File: src/design/led_cosine_fade_engine_unit_macros.svh
// ----------------------------------------------------------------------------
// LED cosine fade engine assertion macros
// Concurrent assertion shorthands clocked on clk and disabled in reset.
// ----------------------------------------------------------------------------
`ifndef LED_COSINE_FADE_ENGINE_UNIT_MACROS_SVH
`define LED_COSINE_FADE_ENGINE_UNIT_MACROS_SVH
`ifndef NO_ASSERTIONS
`define LCFE_ASSERT_IMPL(label, ante, cons) \
    label: assert property (@(posedge clk) disable iff (!rst_n) (ante) |-> (cons)) \
        else $error("lcfe assertion failed");
`define LCFE_ASSERT_NEXT(label, ante, cons) \
    label: assert property (@(posedge clk) disable iff (!rst_n) (ante) |=> (cons)) \
        else $error("lcfe assertion failed");
`else
`define LCFE_ASSERT_IMPL(label, ante, cons)
`define LCFE_ASSERT_NEXT(label, ante, cons)
`endif
`endif

File: src/design/lcfe_pkg.sv
// ----------------------------------------------------------------------------
// LED cosine fade engine package
// Shared constants, types and the ease and PWM scaling tables.
// ----------------------------------------------------------------------------
`timescale 1ns / 1ps

package lcfe_pkg;

    localparam int FADE_STEPS = 64;
    localparam int PWM_BITS   = 10;

    localparam int IDX_W  = $clog2(FADE_STEPS);
    localparam int EASE_W = 17;
    localparam int DUTY_W = 8;
    localparam int PWM_W  = 10;
    localparam int CFG_IDX_W = 2;

    localparam longint unsigned PWM_MAX = (64'd1 << PWM_BITS) - 64'd1;

    localparam int CMD_DEPTH = 2;
    localparam int CQ_AW     = $clog2(CMD_DEPTH);
    localparam int CQ_CW     = CQ_AW + 1;
    localparam int RES_DEPTH = 4;
    localparam int RQ_AW     = $clog2(RES_DEPTH);
    localparam int RQ_CW     = RQ_AW + 1;

    localparam logic [CFG_IDX_W-1:0] CFG_CONNECTED_LEVEL    = 2'd0;
    localparam logic [CFG_IDX_W-1:0] CFG_DISCONNECTED_LEVEL = 2'd1;

    localparam longint unsigned PI_Q30  = 64'd3373259426;
    localparam longint          ONE_Q30 = 64'sd1073741824;

    typedef enum logic [1:0] {
        PH_IDLE,
        PH_FADING,
        PH_FINISHING
    } phase_t;

    typedef enum logic [1:0] {
        B_WAIT,
        B_MUL,
        B_OUT
    } back_state_t;

    typedef enum logic {
        CMD_TICK,
        CMD_NOTIFY
    } cmd_kind_t;

    typedef struct packed {
        cmd_kind_t         kind;
        logic [DUTY_W-1:0] target;
    } cmd_t;

    typedef struct packed {
        logic [DUTY_W-1:0] duty;
        logic [PWM_W-1:0]  pwm_duty;
        logic              last;
    } res_t;

    typedef logic [EASE_W-1:0] ease_rom_t [FADE_STEPS];
    typedef logic [PWM_W-1:0]  pwm_rom_t [256];

    function automatic logic [EASE_W-1:0] ease_value(input int unsigned i);
        longint unsigned a;
        longint unsigned b;
        longint unsigned b2;
        longint unsigned term;
        longint          c;
        longint          e;
        logic            second;
        a      = (PI_Q30 * longint'(i)) / (FADE_STEPS - 1);
        second = (64'd2 * a) > PI_Q30;
        b      = second ? (PI_Q30 - a) : a;
        b2     = (b * b) >> 30;
        term   = 64'd1073741824;
        c      = ONE_Q30;
        term = ((term * b2) >> 30) / 2;   c = c - longint'(term);
        term = ((term * b2) >> 30) / 12;  c = c + longint'(term);
        term = ((term * b2) >> 30) / 30;  c = c - longint'(term);
        term = ((term * b2) >> 30) / 56;  c = c + longint'(term);
        term = ((term * b2) >> 30) / 90;  c = c - longint'(term);
        term = ((term * b2) >> 30) / 132; c = c + longint'(term);
        term = ((term * b2) >> 30) / 182; c = c - longint'(term);
        term = ((term * b2) >> 30) / 240; c = c + longint'(term);
        term = ((term * b2) >> 30) / 306; c = c - longint'(term);
        if (c < 0)
        begin
            c = 0;
        end
        if (c > ONE_Q30)
        begin
            c = ONE_Q30;
        end
        e = second ? (ONE_Q30 + c) / 2 : (ONE_Q30 - c) / 2;
        return EASE_W'((e + 64'sd8192) >>> 14);
    endfunction

    function automatic ease_rom_t build_ease();
        ease_rom_t rom;
        for (int i = 0; i < FADE_STEPS; i++)
        begin
            rom[i] = ease_value(i);
        end
        return rom;
    endfunction

    function automatic pwm_rom_t build_pwm();
        pwm_rom_t        rom;
        longint unsigned v;
        for (int d = 0; d < 256; d++)
        begin
            v      = (longint'(d) * PWM_MAX) / 255;
            rom[d] = PWM_W'(v);
        end
        return rom;
    endfunction

    localparam ease_rom_t EASE_ROM = build_ease();
    localparam pwm_rom_t  PWM_ROM  = build_pwm();

endpackage

File: src/design/lcfe_front.sv
// ----------------------------------------------------------------------------
// LED cosine fade engine front end
// Holds the level registers and link tracking, drops repeated link events and
// queues ticks and notifications for the back end.
// ----------------------------------------------------------------------------
`timescale 1ns / 1ps

module lcfe_front
    import lcfe_pkg::*;
(
    input  logic                 clk,
    input  logic                 rst_n,
    input  logic                 push,
    input  logic                 action,
    input  logic                 connected,
    output logic                 full,
    input  logic                 cfg_valid,
    output logic                 cfg_ready,
    input  logic [CFG_IDX_W-1:0] cfg_index,
    input  logic [DUTY_W-1:0]    cfg_data,
    output logic                 cmd_valid,
    output cmd_t                 cmd,
    input  logic                 cmd_pop
);

    logic [DUTY_W-1:0] conn_level_reg;
    logic [DUTY_W-1:0] disc_level_reg;
    logic              link_state_reg;
    logic              link_known_reg;
    cmd_t              cmd_mem_reg [CMD_DEPTH];
    logic [CQ_AW-1:0]  wr_ptr_reg;
    logic [CQ_AW-1:0]  rd_ptr_reg;
    logic [CQ_CW-1:0]  count_reg;
    logic [CQ_CW-1:0]  count_next;

    logic accept;
    logic ignore;
    logic enq;
    logic deq;
    cmd_t new_cmd;

    assign cfg_ready = 1'b1;
    assign full      = (count_reg == CQ_CW'(CMD_DEPTH));
    assign cmd_valid = (count_reg != '0);
    assign cmd       = cmd_mem_reg[rd_ptr_reg];

    always_comb
    begin
        accept = push && !full;
        ignore = action && link_known_reg && (connected == link_state_reg);
        enq    = accept && !ignore;
        deq    = cmd_pop && cmd_valid;
        if (action)
        begin
            new_cmd.kind   = CMD_NOTIFY;
            new_cmd.target = connected ? conn_level_reg : disc_level_reg;
        end
        else
        begin
            new_cmd.kind   = CMD_TICK;
            new_cmd.target = '0;
        end
        count_next = count_reg;
        if (enq && !deq)
        begin
            count_next = count_reg + CQ_CW'(1);
        end
        else if (deq && !enq)
        begin
            count_next = count_reg - CQ_CW'(1);
        end
    end

    always_ff @(posedge clk or negedge rst_n)
    begin
        if (!rst_n)
        begin
            conn_level_reg <= 8'd255;
            disc_level_reg <= 8'd0;
            link_state_reg <= 1'b0;
            link_known_reg <= 1'b0;
            wr_ptr_reg     <= '0;
            rd_ptr_reg     <= '0;
            count_reg      <= '0;
        end
        else
        begin
            if (cfg_valid && cfg_ready)
            begin
                case (cfg_index)
                    CFG_CONNECTED_LEVEL:    conn_level_reg <= cfg_data;
                    CFG_DISCONNECTED_LEVEL: disc_level_reg <= cfg_data;
                    default:                ;
                endcase
            end
            if (enq && action)
            begin
                link_known_reg <= 1'b1;
                link_state_reg <= connected;
            end
            if (enq)
            begin
                wr_ptr_reg <= wr_ptr_reg + CQ_AW'(1);
            end
            if (deq)
            begin
                rd_ptr_reg <= rd_ptr_reg + CQ_AW'(1);
            end
            count_reg <= count_next;
        end
    end

    always_ff @(posedge clk)
    begin
        if (enq)
        begin
            cmd_mem_reg[wr_ptr_reg] <= new_cmd;
        end
    end

endmodule

File: src/design/lcfe_back.sv
// ----------------------------------------------------------------------------
// LED cosine fade engine back end
// Runs the fade sequencer: one tick or notification at a time, with the ease
// multiply in its own cycle before the duty is formed and queued.
// ----------------------------------------------------------------------------
`timescale 1ns / 1ps
`include "led_cosine_fade_engine_unit_macros.svh"

module lcfe_back
    import lcfe_pkg::*;
(
    input  logic             clk,
    input  logic             rst_n,
    input  logic             cmd_valid,
    input  cmd_t             cmd,
    output logic             cmd_pop,
    output logic             res_push,
    output res_t             res,
    input  logic [RQ_CW-1:0] res_count
);

    back_state_t       state_reg, state_next;
    phase_t            phase_reg, phase_next;
    logic              notify_reg, notify_next;
    logic [DUTY_W-1:0] pending_reg, pending_next;
    logic [DUTY_W-1:0] present_reg, present_next;
    logic [DUTY_W-1:0] start_reg, start_next;
    logic [DUTY_W-1:0] target_reg, target_next;
    logic [IDX_W-1:0]  step_reg, step_next;
    logic [IDX_W-1:0]  idx_reg, idx_next;
    logic signed [26:0] prod_reg, prod_next;

    logic               room;
    logic               begin_fade;
    logic [DUTY_W-1:0]  begin_from;
    logic signed [8:0]  diff_w;
    logic signed [17:0] ease_w;
    logic signed [26:0] sum_w;
    logic [DUTY_W-1:0]  duty_w;

    always_comb
    begin
        diff_w = $signed({1'b0, target_reg}) - $signed({1'b0, start_reg});
        ease_w = $signed({1'b0, EASE_ROM[idx_reg]});
        sum_w  = $signed({3'b000, start_reg, 16'h0000}) + prod_reg;
        duty_w = sum_w[23:16];
        room   = (res_count <= RQ_CW'(RES_DEPTH - 2));
    end

    always_comb
    begin
        state_next   = state_reg;
        phase_next   = phase_reg;
        notify_next  = notify_reg;
        pending_next = pending_reg;
        present_next = present_reg;
        start_next   = start_reg;
        target_next  = target_reg;
        step_next    = step_reg;
        idx_next     = idx_reg;
        prod_next    = prod_reg;
        cmd_pop      = 1'b0;
        res_push     = 1'b0;
        res          = '0;
        begin_fade   = 1'b0;
        begin_from   = present_reg;
        case (state_reg)
            B_WAIT:
            begin
                if (cmd_valid && room)
                begin
                    cmd_pop = 1'b1;
                    case (cmd.kind)
                        CMD_NOTIFY:
                        begin
                            notify_next  = 1'b1;
                            pending_next = cmd.target;
                        end
                        default:
                        begin
                            case (phase_reg)
                                PH_FADING:
                                begin
                                    if (notify_reg)
                                    begin
                                        begin_fade = 1'b1;
                                    end
                                    else
                                    begin
                                        idx_next   = step_reg;
                                        state_next = B_MUL;
                                        if (step_reg == IDX_W'(FADE_STEPS - 1))
                                        begin
                                            phase_next = PH_FINISHING;
                                        end
                                        else
                                        begin
                                            step_next = step_reg + IDX_W'(1);
                                        end
                                    end
                                end
                                PH_FINISHING:
                                begin
                                    res_push     = 1'b1;
                                    res.duty     = target_reg;
                                    res.pwm_duty = PWM_ROM[target_reg];
                                    res.last     = !notify_reg;
                                    present_next = target_reg;
                                    begin_from   = target_reg;
                                    if (notify_reg)
                                    begin
                                        begin_fade = 1'b1;
                                    end
                                    else
                                    begin
                                        phase_next = PH_IDLE;
                                    end
                                end
                                default:
                                begin
                                    phase_next = PH_IDLE;
                                    if (notify_reg)
                                    begin
                                        begin_fade = 1'b1;
                                    end
                                end
                            endcase
                        end
                    endcase
                end
                if (begin_fade)
                begin
                    notify_next = 1'b0;
                    target_next = pending_reg;
                    start_next  = begin_from;
                    idx_next    = '0;
                    step_next   = IDX_W'(1);
                    phase_next  = PH_FADING;
                    state_next  = B_MUL;
                end
            end
            B_MUL:
            begin
                prod_next  = diff_w * ease_w;
                state_next = B_OUT;
            end
            B_OUT:
            begin
                res_push     = 1'b1;
                res.duty     = duty_w;
                res.pwm_duty = PWM_ROM[duty_w];
                res.last     = 1'b1;
                present_next = duty_w;
                state_next   = B_WAIT;
            end
            default:
            begin
                state_next = B_WAIT;
            end
        endcase
    end

    always_ff @(posedge clk or negedge rst_n)
    begin
        if (!rst_n)
        begin
            state_reg   <= B_WAIT;
            phase_reg   <= PH_IDLE;
            notify_reg  <= 1'b0;
            pending_reg <= '0;
            present_reg <= '0;
            start_reg   <= '0;
            target_reg  <= '0;
            step_reg    <= '0;
        end
        else
        begin
            state_reg   <= state_next;
            phase_reg   <= phase_next;
            notify_reg  <= notify_next;
            pending_reg <= pending_next;
            present_reg <= present_next;
            start_reg   <= start_next;
            target_reg  <= target_next;
            step_reg    <= step_next;
        end
    end

    always_ff @(posedge clk)
    begin
        idx_reg  <= idx_next;
        prod_reg <= prod_next;
    end

    `LCFE_ASSERT_NEXT(a_mul_then_out, state_reg == B_MUL, state_reg == B_OUT)
    `LCFE_ASSERT_IMPL(a_res_room, res_push, res_count < RQ_CW'(RES_DEPTH))
    `LCFE_ASSERT_IMPL(a_sum_range, state_reg == B_OUT, sum_w[26:24] == 3'b000)

endmodule

File: src/design/lcfe_res_queue.sv
// ----------------------------------------------------------------------------
// LED cosine fade engine result queue
// Small first-in first-out buffer that holds results until they are popped.
// ----------------------------------------------------------------------------
`timescale 1ns / 1ps

module lcfe_res_queue
    import lcfe_pkg::*;
(
    input  logic             clk,
    input  logic             rst_n,
    input  logic             wr_en,
    input  res_t             wr_data,
    input  logic             pop,
    output logic             empty,
    output res_t             rd_data,
    output logic [RQ_CW-1:0] count
);

    res_t             mem_reg [RES_DEPTH];
    logic [RQ_AW-1:0] wr_ptr_reg;
    logic [RQ_AW-1:0] rd_ptr_reg;
    logic [RQ_CW-1:0] count_reg;
    logic [RQ_CW-1:0] count_next;
    logic             deq;

    assign empty   = (count_reg == '0);
    assign rd_data = mem_reg[rd_ptr_reg];
    assign count   = count_reg;

    always_comb
    begin
        deq        = pop && !empty;
        count_next = count_reg;
        if (wr_en && !deq)
        begin
            count_next = count_reg + RQ_CW'(1);
        end
        else if (deq && !wr_en)
        begin
            count_next = count_reg - RQ_CW'(1);
        end
    end

    always_ff @(posedge clk or negedge rst_n)
    begin
        if (!rst_n)
        begin
            wr_ptr_reg <= '0;
            rd_ptr_reg <= '0;
            count_reg  <= '0;
        end
        else
        begin
            if (wr_en)
            begin
                wr_ptr_reg <= wr_ptr_reg + RQ_AW'(1);
            end
            if (deq)
            begin
                rd_ptr_reg <= rd_ptr_reg + RQ_AW'(1);
            end
            count_reg <= count_next;
        end
    end

    always_ff @(posedge clk)
    begin
        if (wr_en)
        begin
            mem_reg[wr_ptr_reg] <= wr_data;
        end
    end

endmodule

File: src/design/led_cosine_fade_engine_unit.sv
// A fade-step tick is popped from the command queue, multiplied in B_MUL and formed into a
// duty in B_OUT, which writes it to the result queue. A final-step tick writes its first beat
// as it is popped, and a pending link event then sends step 0 of a new fade through B_MUL and
// B_OUT. Link events are only recorded when popped; the sequencer waits while fewer than two
// result slots are free. Pushes are taken each cycle until the 2-entry command queue fills.
// Reset is asynchronous and returns all control, level and fade state to idle.
// ----------------------------------------------------------------------------
// LED cosine fade engine top level
// Raised-cosine LED brightness fade driven by ticks and link events.
// ----------------------------------------------------------------------------
`timescale 1ns / 1ps

module led_cosine_fade_engine_unit
    import lcfe_pkg::*;
(
    input  logic                 clk,
    input  logic                 rst_n,
    input  logic                 push,
    output logic                 full,
    input  logic                 action,
    input  logic                 connected,
    output logic                 empty,
    input  logic                 pop,
    output logic [DUTY_W-1:0]    duty,
    output logic [PWM_W-1:0]     pwm_duty,
    output logic                 last,
    input  logic                 cfg_valid,
    output logic                 cfg_ready,
    input  logic [CFG_IDX_W-1:0] cfg_index,
    input  logic [DUTY_W-1:0]    cfg_data
);

    logic             cmd_valid;
    cmd_t             cmd;
    logic             cmd_pop;
    logic             res_push;
    res_t             res;
    res_t             head;
    logic [RQ_CW-1:0] res_count;

    lcfe_front u_front (
        .clk       (clk),
        .rst_n     (rst_n),
        .push      (push),
        .action    (action),
        .connected (connected),
        .full      (full),
        .cfg_valid (cfg_valid),
        .cfg_ready (cfg_ready),
        .cfg_index (cfg_index),
        .cfg_data  (cfg_data),
        .cmd_valid (cmd_valid),
        .cmd       (cmd),
        .cmd_pop   (cmd_pop)
    );

    lcfe_back u_back (
        .clk       (clk),
        .rst_n     (rst_n),
        .cmd_valid (cmd_valid),
        .cmd       (cmd),
        .cmd_pop   (cmd_pop),
        .res_push  (res_push),
        .res       (res),
        .res_count (res_count)
    );

    lcfe_res_queue u_res_queue (
        .clk     (clk),
        .rst_n   (rst_n),
        .wr_en   (res_push),
        .wr_data (res),
        .pop     (pop),
        .empty   (empty),
        .rd_data (head),
        .count   (res_count)
    );

    assign duty     = head.duty;
    assign pwm_duty = head.pwm_duty;
    assign last     = head.last;

endmodule
File: config.mk
export PLATFORM = sky130hd
export DESIGN_NAME = led_cosine_fade_engine_unit
export DESIGN_NICKNAME = d
export VERILOG_FILES = /design/src/design/lcfe_pkg.sv /design/src/design/lcfe_front.sv /design/src/design/lcfe_back.sv /design/src/design/lcfe_res_queue.sv /design/src/design/led_cosine_fade_engine_unit.sv
export VERILOG_INCLUDE_DIRS = /design/src /design/src/design
export SDC_FILE = /design/constraint.sdc
export NUM_CORES = 1
export LEC_CHECK = 0
export ABC_AREA = 0
export BUFFER_PORTS_ARGS = -buffer_cell sky130_fd_sc_hd__buf_2
export CAP_MARGIN = 20
export CORE_UTILIZATION = 46
export DETAILED_ROUTE_END_ITERATION = 8
export GPL_TIMING_DRIVEN = 0
export PLACE_DENSITY_LB_ADDON = 0.15
export REMOVE_ABC_BUFFERS = 1
export SYNTH_ARGS = -nofsm -noshare
export SYNTH_HDL_FRONTEND = slang
export SYNTH_SLANG_ARGS = --single-unit
File: constraint.sdc
create_clock -name clk -period 11.85 [get_ports clk]
set_clock_uncertainty 0.2 [all_clocks]
set_input_delay 2.9625 -clock clk [delete_from_list [all_inputs] [get_ports clk]]
set_output_delay 2.9625 -clock clk [all_outputs]
set_load 0.01 [all_outputs]
Word-level counts from Yosys, hierarchy flattened. Memories as Yosys holds them, arrays and structs flattened. Index checks and enable logic that the tools add are counted.

Bitwise operators: 3. $lt $le $gt $ge: 4. Multiplexer cells: 60. Multipliers: 1. Reductions and logical operators: 39. $add $sub $neg: 11. Equality and inequality tests: 18.

Operators by type and width (count): $mux 6 (10); $mux 19 (3); $mux 10 (4); $pmux 19 s2 (1); $mux 17 (2); $mux 8 (4); $mux 2 (13); $add 24x24->24 (1); $mul 9x18->24 (1); $ge 9x9->1 const B (2); $not 8->9 (2); $mux 1 (16); $pmux 8 s2 (1); $reduce_bool 2->1 (7); $logic_and 1x1->1 (12); $reduce_and 6->1 (2); $mux 9 (1); $ne 3x3->1 const B (3); $sub 8x8->9 (1); $logic_not 1->1 (8); $pmux 2 s2 (2); $ge 7x7->1 const B (1); $not 6->7 (1); $add 2x1->2 const B (3); other kinds (22) (35).

Memories: 5. Output and inout port bits: 22. Bits of input ports: 17. Bits in read-only memories: 6208. Bits in writable memories: 94. Flip-flop bits (word level): 102. Word-level logic and storage cells: 161.

Memory list: (no name shown) (depth 256, width 10, read ports 1, clocked after memory_dff 0, write ports 0, RTL line lcfe_back.sv:106) `res.pwm_duty = PWM_ROM[target_reg];`; (no name shown) (depth 256, width 10, read ports 1, clocked after memory_dff 0, write ports 0, RTL line lcfe_back.sv:151) `res.pwm_duty = PWM_ROM[duty_w];`; (no name shown) (depth 64, width 17, read ports 1, clocked after memory_dff 0, write ports 0, RTL line lcfe_back.sv:44) `ease_w = $signed({1'b0, EASE_ROM[idx_reg]});`; u_res_queue.mem_reg (depth 4, width 19, read ports 1, clocked after memory_dff 0, write ports 1, RTL line lcfe_res_queue.sv:20) `res_t mem_reg [RES_DEPTH];`; u_front.cmd_mem_reg (depth 2, width 9, read ports 1, clocked after memory_dff 0, write ports 1, RTL line lcfe_front.sv:30) `cmd_t cmd_mem_reg [CMD_DEPTH];`.

Longest topological paths before layout.
Depth after elaboration: 9. Mapped depth: 29. Mapped depth without buffers: 27.

Cells and area by module. Synthesis repeated with hierarchy kept, for this count alone.

Cells, all modules: 1315. Area total of the unflattened synthesis: 13998.4 um^2.

Modules (own cells, without submodules): lcfe_back (seq. area each 1496.4 um^2, area each 9140.0 um^2, instances 1, cells an instance 1073); lcfe_res_queue (seq. area each 2457.4 um^2, area each 3140.5 um^2, instances 1, cells an instance 133); lcfe_front (seq. area each 1101.1 um^2, area each 1717.9 um^2, instances 1, cells an instance 109).

Worst setup path before layout. OpenSTA, ideal clock, no wires.

Path type: register to register. Start: register u_back.idx_reg[1]. End: register u_back.prod_reg[22] (data pin). Path buffers: 1. Setup slack: 4.935 ns. Data required time: 11.392 ns. Library setup time: 0.258 ns. Data arrival time: 6.457 ns. Clock period less this slack: 6.915 ns. Stages on the path, launching flop included: 25. Path through: edfxtp_1 buf_2 inv_1 ha_1 nand2_1 a32o_1 a2111oi_0 a21o_1 nand2_1 fa_1 fa_1 inv_1 fa_1 fa_1 inv_1 fa_1 inv_1 ha_1 and2_1 nand4_1 a311oi_1 o211ai_2 a221oi_1 a31oi_1 xnor2_1.

Word-level cells in the longest chain between the ends: 5.

RTL lines: start, declared (RTL line lcfe_back.sv:30) `logic [IDX_W-1:0] idx_reg, idx_next;`; start signal, assigned (RTL line lcfe_back.sv:191) `idx_reg <= idx_next;`; $not 6->7 (implied by the code) (RTL line lcfe_back.sv:44); $mem_v2 64x17; $mux 17 (implied by the code) (2 in a row) (RTL line lcfe_back.sv:44); $mul 9x18->24 (RTL line lcfe_back.sv:144) `prod_next = diff_w * ease_w;`; end signal, assigned (RTL line lcfe_back.sv:192) `prod_reg <= prod_next;`; end, declared (RTL line lcfe_back.sv:31) `logic signed [26:0] prod_reg, prod_next;`.

No other way between the ends. The select of a mux whose other input is x is not followed. A chain may end at the register's enable or synchronous reset.

Worst setup path in the final report. Same ends and word-level chain as after synthesis.

==> results.cfg <==
[grt]
grt_pass1_wl_um = 47550
grt_pass1_vias = 9183
grt_overflow = 0
grt_max_degree = 50
grt_antenna_before_repair = 0
grtUsageTotal_pct = 20.83

[routing]
drtIter0Drc = 770
wl_per_cell_um = 16.96
vias = 9217
antenna_left = 0
viasPerCell = 5.546
routed_wl_um = 28190
dr.pass1.iters = 5
drc = 0

[critical_path]
worstSetupStartpointType = flop
cp.required_ps = 11810
critPathArrivalTime_ps = 8640
worstSetupStartpoint = u_back.idx_reg[1]
cp_max_fo = 15
worst-setup-path-type = flop to flop
reg2reg_from = u_back.idx_reg[1]
cp-end-kind = flop

[die]
rows = 60
die_y_um = 169.0
fp.dieW_um = 169.0
core_mm2 = 0.02718
dieArea_mm2 = 0.02857
ioPinCount = 39
initial_utilization_pct = 47.21

[synth]
ys_warn_count = 0
async_reset_ff_share_pct = 48.65
synthCells = 1273
avgSynthCellArea_um2 = 10.08
synth_top_area_cell = edfxtp_1
synthTopCellsByArea = edfxtp_1, fa_1, dfrtp_1, ha_1, nor2_1
yosysTopAreaCellShare_pct = 17.79
yosys-top-cells-count = nor2_1, inv_1, fa_1, ha_1, nand2_1
synth.most_common_cell = nor2_1
synth-seq-cells = 148
yosysUniqueCellTypes = 72
synth_edf_count = 76
synth_ff_type = edfxtp_1
seq_area_frac_synth_pct = 31.91
syn_area_mm2 = 0.01283

[timing]
hold_viol_final = 0
worstMarginPinSlew_ps = 1073
finalSetupViolCount = 0
fmax_mhz = 115.2
slew_viol_final = 0
slew_headroom_pct = 28.12
period_share_pct = 73.22
rsz0062_at_grt = false
whs_ps = 269.2
setup_tns_ps = 0
min_period_ps = 8677

[cts]
clk_path_buf_depth = 2
cts_resized = 0
htree_levels = 4
clk_pin_slew_ps = 70
cts_tree = built
cts_buffers = 17
cts_root_buf = clkbuf_16
worstSkewPairLatency_ps = 410
postCtsHoldBufs = 0
cts_setup_buffers = 0
clock-sinks = 148

[layout]
nets = 1486
largest_reg_flops = 44
finalNonFillerCells = 1662
synthToLayoutAreaGrowth_pct = 9.234
layout-drive-gt1-share_pct = 13.02
diodes = 0

[place]
placed_cells = 1630
hpwl_um = 21370
port_buffers = 37
gp_congestion = 0.8817

[status]
status = finished clean

[run]
max-cap-violations = 0

[worst_hold_path]
min_from = u_back.pending_reg[2]
hold_class = flop to flop
cells by family after synthesis:
kind of cell	synth area share, %
other	0.02923
buffers and inverters	5.588
AND/OR/NAND/NOR	15.68
multiplexers	5.900
adder cells (fa/ha/maj)	25.04
XOR/XNOR	2.867
AO/OA/AOI/OAI	12.99
flip-flops	31.91
layout make-up:
cell class / count / area (um2)
fill: 2513 / 13160
clock inverter: 14 / 182.7
inverter: 112 / 420.4
tap: 372 / 465.4
clock buffer: 18 / 450.4
multi-input combinational: 952 / 8043
sequential: 148 / 4094
timing repair buffer: 46 / 360.3
worst paths after layout:
check                                            end  slack (ps)  cells past startpoint
max in group asynchronous  u_front.conn_level_reg[1]        8570                      2
hold reg to reg                 u_back.target_reg[2]         270                      2
min in group asynchronous       u_res_queue.count[2]        2260                      1
hold / removal                  u_back.target_reg[2]         270                      2
setup reg to reg                 u_back.prod_reg[22]        3170                     23
setup / recovery                 u_back.prod_reg[22]        3170                     23
layer usage:
metal / vias to the layer above / routed length [um] / track usage, %
li1: 4394 / - / -
met1: 4590 / 14090 / 31.54
met2: 217 / 12750 / 32.45
met3: 16 / 1219 / 2.712
met4: 0 / 134 / 3.251
met5: - / 0 / 0
through the flow:
stage          area [um2]  worst slack [ps]  utilization (%)
2_1_floorplan       12530              4115                -
3_3_place_gp        13190              2232            48.52
3_5_place_dp        13380              3230            49.24
4_1_cts             14020              3211            51.57
5_1_grt             14020              2716            51.57
6_report            14020              3173            51.57
critical path, cell delays in order (launching register included):
cell and delay, ps:
edfxtp_1 730, inv_1 290, ha_1 450, nor2_1 460, a211oi_1 110, a311o_1 350, a31oi_1 860, or2_2 260
fa_1 420, inv_1 90, fa_1 450, fa_1 480, fa_1 540, inv_1 50, fa_1 520, inv_1 40
ha_1 280, and2_1 270, nand4_1 200, a2111oi_4 300, o211ai_2 250, a221oi_1 470, a31oi_1 160, xnor2_1 160
placed cells by master, fill, tap and decap left out, drive strengths merged, types with 28 or more instances in the layout:
cell,Yosys,routed
nor2,137,137
inv,110,118
fa,108,108
ha,84,84
nand2,81,81
edfxtp,76,76
a21oi,70,70
dfrtp,64,64
o21ai,59,59
nand2b,48,48
buf,32,46
or2,35,35
nor2b,33,33
xnor2,28,28
Power is left out: the tool's default activity adds up to more than one toggle a clock period on the data nets, which glitch-free logic cannot reach.
